**src/hdl/matrix4_inverse_adjugate_core_macros.svh**
```systemverilog
// assertion macros for the 4x4 inverse core
// used by the top level only, expects clk_i and rst_ni in scope
`ifndef MATRIX4_INVERSE_ADJUGATE_CORE_MACROS_SVH
`define MATRIX4_INVERSE_ADJUGATE_CORE_MACROS_SVH

// generic clocked property, off during reset
`define M4I_ASSERT(lbl, prop, msg) \
  lbl: assert property (@(posedge clk_i) disable iff (!rst_ni) prop) else $error(msg);

// implication form
`define M4I_ASSERT_IMP(lbl, ante, cons, msg) \
  `M4I_ASSERT(lbl, (ante) |-> (cons), msg)

`endif

```
**src/hdl/m4inv_pkg.sv**
```systemverilog
// shared types and constants for the 4x4 adjugate inverse core
// no dependencies
package m4inv_pkg;

  localparam int ElemW = 32;   // element width
  localparam int CofW  = 100;  // 3x3 cofactor width
  localparam int DetW  = 136;  // determinant and multiplier accumulator width
  localparam int RemW  = 170;  // divider remainder width

  localparam logic [33:0] SatPos = 34'h0_7FFF_FFFF;
  localparam logic [33:0] SatNeg = 34'h0_8000_0000;

  typedef struct packed {
    logic [3:0]              elem_index;
    logic signed [ElemW-1:0] elem_value;
    logic                    elem_last;
  } in_t;

  typedef struct packed {
    logic [3:0]              out_index;
    logic signed [ElemW-1:0] out_value;
    logic                    singular;
    logic                    out_last;
  } out_t;

  // minor column chosen for minor row m in term t of the 3x3 expansion
  function automatic logic [1:0] perm_col(logic [2:0] t, logic [1:0] m);
    logic [5:0] p;
    unique case (t)
      3'd0:    p = {2'd2, 2'd1, 2'd0};
      3'd1:    p = {2'd0, 2'd2, 2'd1};
      3'd2:    p = {2'd1, 2'd0, 2'd2};
      3'd3:    p = {2'd1, 2'd2, 2'd0};
      3'd4:    p = {2'd0, 2'd1, 2'd2};
      3'd5:    p = {2'd2, 2'd0, 2'd1};
      default: p = '0;
    endcase
    unique case (m)
      2'd0:    return p[1:0];
      2'd1:    return p[3:2];
      default: return p[5:4];
    endcase
  endfunction

  // odd permutations carry a minus sign
  function automatic logic perm_neg(logic [2:0] t);
    return (t >= 3'd3);
  endfunction

  // map a minor index to the full index, skipping the removed one
  function automatic logic [1:0] skip_idx(logic [1:0] m, logic [1:0] x);
    return (m >= x) ? m + 2'd1 : m;
  endfunction

endpackage

```
**src/hdl/m4inv_div.sv**
```systemverilog
// bit-serial restoring divider with Q16.16 saturation, one quotient bit per cycle
// depends on m4inv_pkg
module m4inv_div (
  input  logic                         clk_i,
  input  logic                         rst_ni,
  input  logic                         start_i,
  input  logic [m4inv_pkg::RemW-1:0]   num_i,
  input  logic [m4inv_pkg::DetW-1:0]   den_i,
  input  logic                         neg_i,
  output logic                         done_o,
  output logic [m4inv_pkg::ElemW-1:0]  quot_o
);
  import m4inv_pkg::*;

  logic [RemW-1:0] rem_q, dsr_q;
  logic [33:0]     q_q;
  logic [5:0]      cnt_q;
  logic            neg_q, busy_q, done_q;
  logic            ge;

  assign ge = (rem_q >= dsr_q);

  // control
  always_ff @(posedge clk_i or negedge rst_ni) begin
    if (!rst_ni) begin
      busy_q <= 1'b0;
      done_q <= 1'b0;
      cnt_q  <= '0;
    end else begin
      done_q <= 1'b0;
      if (start_i) begin
        busy_q <= 1'b1;
        cnt_q  <= '0;
      end else if (busy_q) begin
        cnt_q <= cnt_q + 6'd1;
        if (cnt_q == 6'd33) begin
          busy_q <= 1'b0;
          done_q <= 1'b1;
        end
      end
    end
  end

  // quotient bits 33 down to 0, bit 33 only flags overflow
  always_ff @(posedge clk_i) begin
    if (start_i) begin
      rem_q <= num_i;
      dsr_q <= RemW'(den_i) << 33;
      q_q   <= '0;
      neg_q <= neg_i;
    end else if (busy_q) begin
      if (ge) begin
        rem_q <= rem_q - dsr_q;
      end
      q_q   <= {q_q[32:0], ge};
      dsr_q <= dsr_q >> 1;
    end
  end

  // saturate and apply sign
  always_comb begin
    if (neg_q) begin
      quot_o = (q_q > SatNeg) ? SatNeg[31:0] : (~q_q[31:0] + 32'd1);
    end else begin
      quot_o = (q_q > SatPos) ? SatPos[31:0] : q_q[31:0];
    end
  end

  assign done_o = done_q;

endmodule

```
**config.mk**
```make
export PLATFORM = sky130hd
export DESIGN_NAME = m4inv_div
export DESIGN_NICKNAME = d
export VERILOG_FILES = /design/src/hdl/matrix4_inverse_adjugate_core_macros.svh /design/src/hdl/m4inv_pkg.sv /design/src/hdl/m4inv_div.sv
export SDC_FILE = /design/constraint.sdc
export NUM_CORES = 1
export LEC_CHECK = 0
export ABC_CLOCK_PERIOD_IN_PS = 15000
export BUFFER_PORTS_ARGS = -buffer_cell sky130_fd_sc_hd__buf_2
export CAP_MARGIN = 20
export CORE_ASPECT_RATIO = 1.75
export CORE_MARGIN = 3
export CORE_UTILIZATION = 50
export DETAILED_ROUTE_END_ITERATION = 10
export PLACE_DENSITY = 0.76
export RECOVER_POWER = 25
export SETUP_SLACK_MARGIN = 0.4
export SLEW_MARGIN = 20
export SYNTH_ARGS = -nofsm -noshare
export SYNTH_HDL_FRONTEND = slang
export SYNTH_SLANG_ARGS = --single-unit
export TNS_END_PERCENT = 100
```
**constraint.sdc**
```tcl
create_clock -name clk_i -period 15 [get_ports clk_i]
set_input_delay 3 -clock clk_i [delete_from_list [all_inputs] [get_ports clk_i]]
set_output_delay 3 -clock clk_i [all_outputs]
set_load 0.05 [all_outputs]
```
==> impl_metrics.ini <==
[logic_synthesis]
netlist_area_um2 = 29100
ys.flop_type = edfxtp_1
syn_inst = 3642
synthesis.nets = 4125
syn_avg_cell_area_um2 = 7.98
ys_ff_latch = 382
ys_seq_area_frac = 0.370
async_flop_share = 0.0209
yosysWarnings = 0
synth.distinct_cells = 85
synth-edff-count = 307

[route]
route.detailed.drc = 0
wl_mm = 93.7
postRouteAntennaNets = 0
drtIter0Drc = 2050
wl_met2_mm = 47.4
vias = 27400
route.top_layer_used = met4
met3_length_mm = 5.40
wl_met1_mm = 34.2
viasPerCell = 5.93
wire_per_inst_um = 20.3
firstDrtPassIters = 6

[placement]
place_inst = 4550
numPortBuffers = 342
hpwl_mm = 72.3
placed_area_um2 = 31100
place_congestion = 1.03

[floorplanning]
start_util = 0.507
die_x_um = 188
io_pins = 343
dieArea_um2 = 61100
design.core.area_um2 = 57300
dieHeight_um = 325
rows = 116

[layout]
stdcell_count = 4624
mostFrequentLayoutCells = nand2_1, o21ai_0, buf_2
fin_nets = 4309
layout-drive-gt1-share = 0.118
final_cell_area_um2 = 32300
area_delta_synth_final_pct = 11.2
final_common_cell = nand2_1

[cts]
max-clock-path-buffers = 3
cts.sinks = 382
clock_latency_ns = 0.59
cts_tree = done
numCtsBuffers = 39
cts_hold_buf = 0
cts_setup_buffers = 0
cts_resized = 0
clkTransAtPathRegs_ns = 0.07
cts_htree_levels = 2
cts_root_buf = clkbuf_16

[run]
drv_cap = 4

[global_routing]
grt_max_degree = 259
first_global_vias = 27300
grt_usage = 0.296
grt_overflow = 0
antenna_found_initial = 2
grt_pass1_wl_mm = 145

[power]
p_leak_nw = 14.1
p_total_mw = 6.79
peakVddDrop_mv = 0.118
powerDensity_nw_per_um2 = 210

[setup_path]
cp.required_ns = 15.36
cp.arrival_ns = 10.39
crit_path_end_kind = flop
cp-start-kind = input pin
path_max_fanout = 128
path_class = in -> reg

[timing]
fmax_mhz = 99.7
finalSetupTns_ns = 0
fin_hold_ws_ns = 0.505
rsz0062_at_grt = false
clock_skew_ns = 0.0189
finalMaxSlewViolations = 419
worst_slew_pin_slew_ns = 4.77
period_share = 0.669
setup_viol = 0
hold_viol = 0
finalCriticalPeriod_ns = 10.03
maxSlewHeadroom = -2.18

[run_status]
failed_checks = capacitance limit, slew limit
status = finished, violations left

[hold_path]
hp-class = reg -> reg
==> registers in the layout, summed over array words and instances (netlist names) <==
signal  count
done_o      1
busy_q      1
q_q        34
dsr_q     169
cnt_q       6
neg_q       1
rem_q     170
==> power by group <==
group          switching, mW  total (mW)  internal, mW  leakage [nW]
Clock                  0.456       0.979         0.523         0.591
Sequential             0.110        1.66          1.55          3.95
Combinational           2.67        4.15          1.48          9.52
==> layout make-up <==
type                            count  area (um^2)
Antenna cell                        2         5.00
Clock buffer                       48         1050
Clock inverter                     22          170
Fill cell                        5476        25000
Inverter                          259          973
Multi-Input combinational cell   2790        16500
Sequential cell                   382        10800
Tap cell                          767          960
Timing Repair Buffer              354         1850
==> logic make-up after synthesis <==
family	share of synthesized area
and+or+nand+nor	0.191
AOI/OAI and AO/OA	0.227
buffers and inverters	0.0615
DFF	0.370
adders and majority gates	0.0748
xor gates and xnor gates	0.0488
muxes	0.0261
==> metal layers <==
| layer | vias to the layer above | GRT usage |
|---|---|---|
| met1 | 12800 | 0.322 |
| met5 | - | 0 |
| met4 | 0 | 0.180 |
| met3 | 321 | 0.0412 |
| met2 | 1025 | 0.540 |
| li1 | 13300 | - |
==> cells in the mapped netlist, drive strengths merged, types with 27 or more instances <==
master  count  area, um^2
edfxtp    307        9220
xnor2     106         928
nor3       52         265
a21o       67         503
dfxtp      67        1340
mux2i      70         701
nand2     679        2550
a21oi     307        1540
nand3      29         145
o21bai     66         499
xor2       56         490
clkbuf    184         691
buf        27         123
o21ai     470        2350
ha        172        2150
inv       258         968
nor2      256         961
nand4     102         638
o311ai     31         272
==> through the flow <==
stage / util / worst slack [ns]
after global placement: 0.542 / 7.18
after global routing: 0.563 / 3.86
final: 0.563 / 4.97
after detailed placement: 0.542 / 7.19
after CTS: 0.563 / 6.55
after floorplan: - / 1.80
==> final timing paths <==
check                              start         to  slack (ns)  depth (start not counted)
worst min register to register  dsr_q[0]   dsr_q[0]        0.50                          2
max in group asynchronous         rst_ni     busy_q       12.26                          1
worst min-delay path            dsr_q[0]   dsr_q[0]        0.50                          2
worst max register to register  rem_q[0]  rem_q[73]        9.05                         15
min in group asynchronous         rst_ni     busy_q        2.36                          1
worst max-delay path             start_i  rem_q[33]        4.97                          4
==> critical path: stages <==
cell and delay (ns):
clkbuf_1 3.26, clkbuf_1 2.98, nand2_1 0.80, o21ai_0 0.27
(Power assumes the default switching activity.)
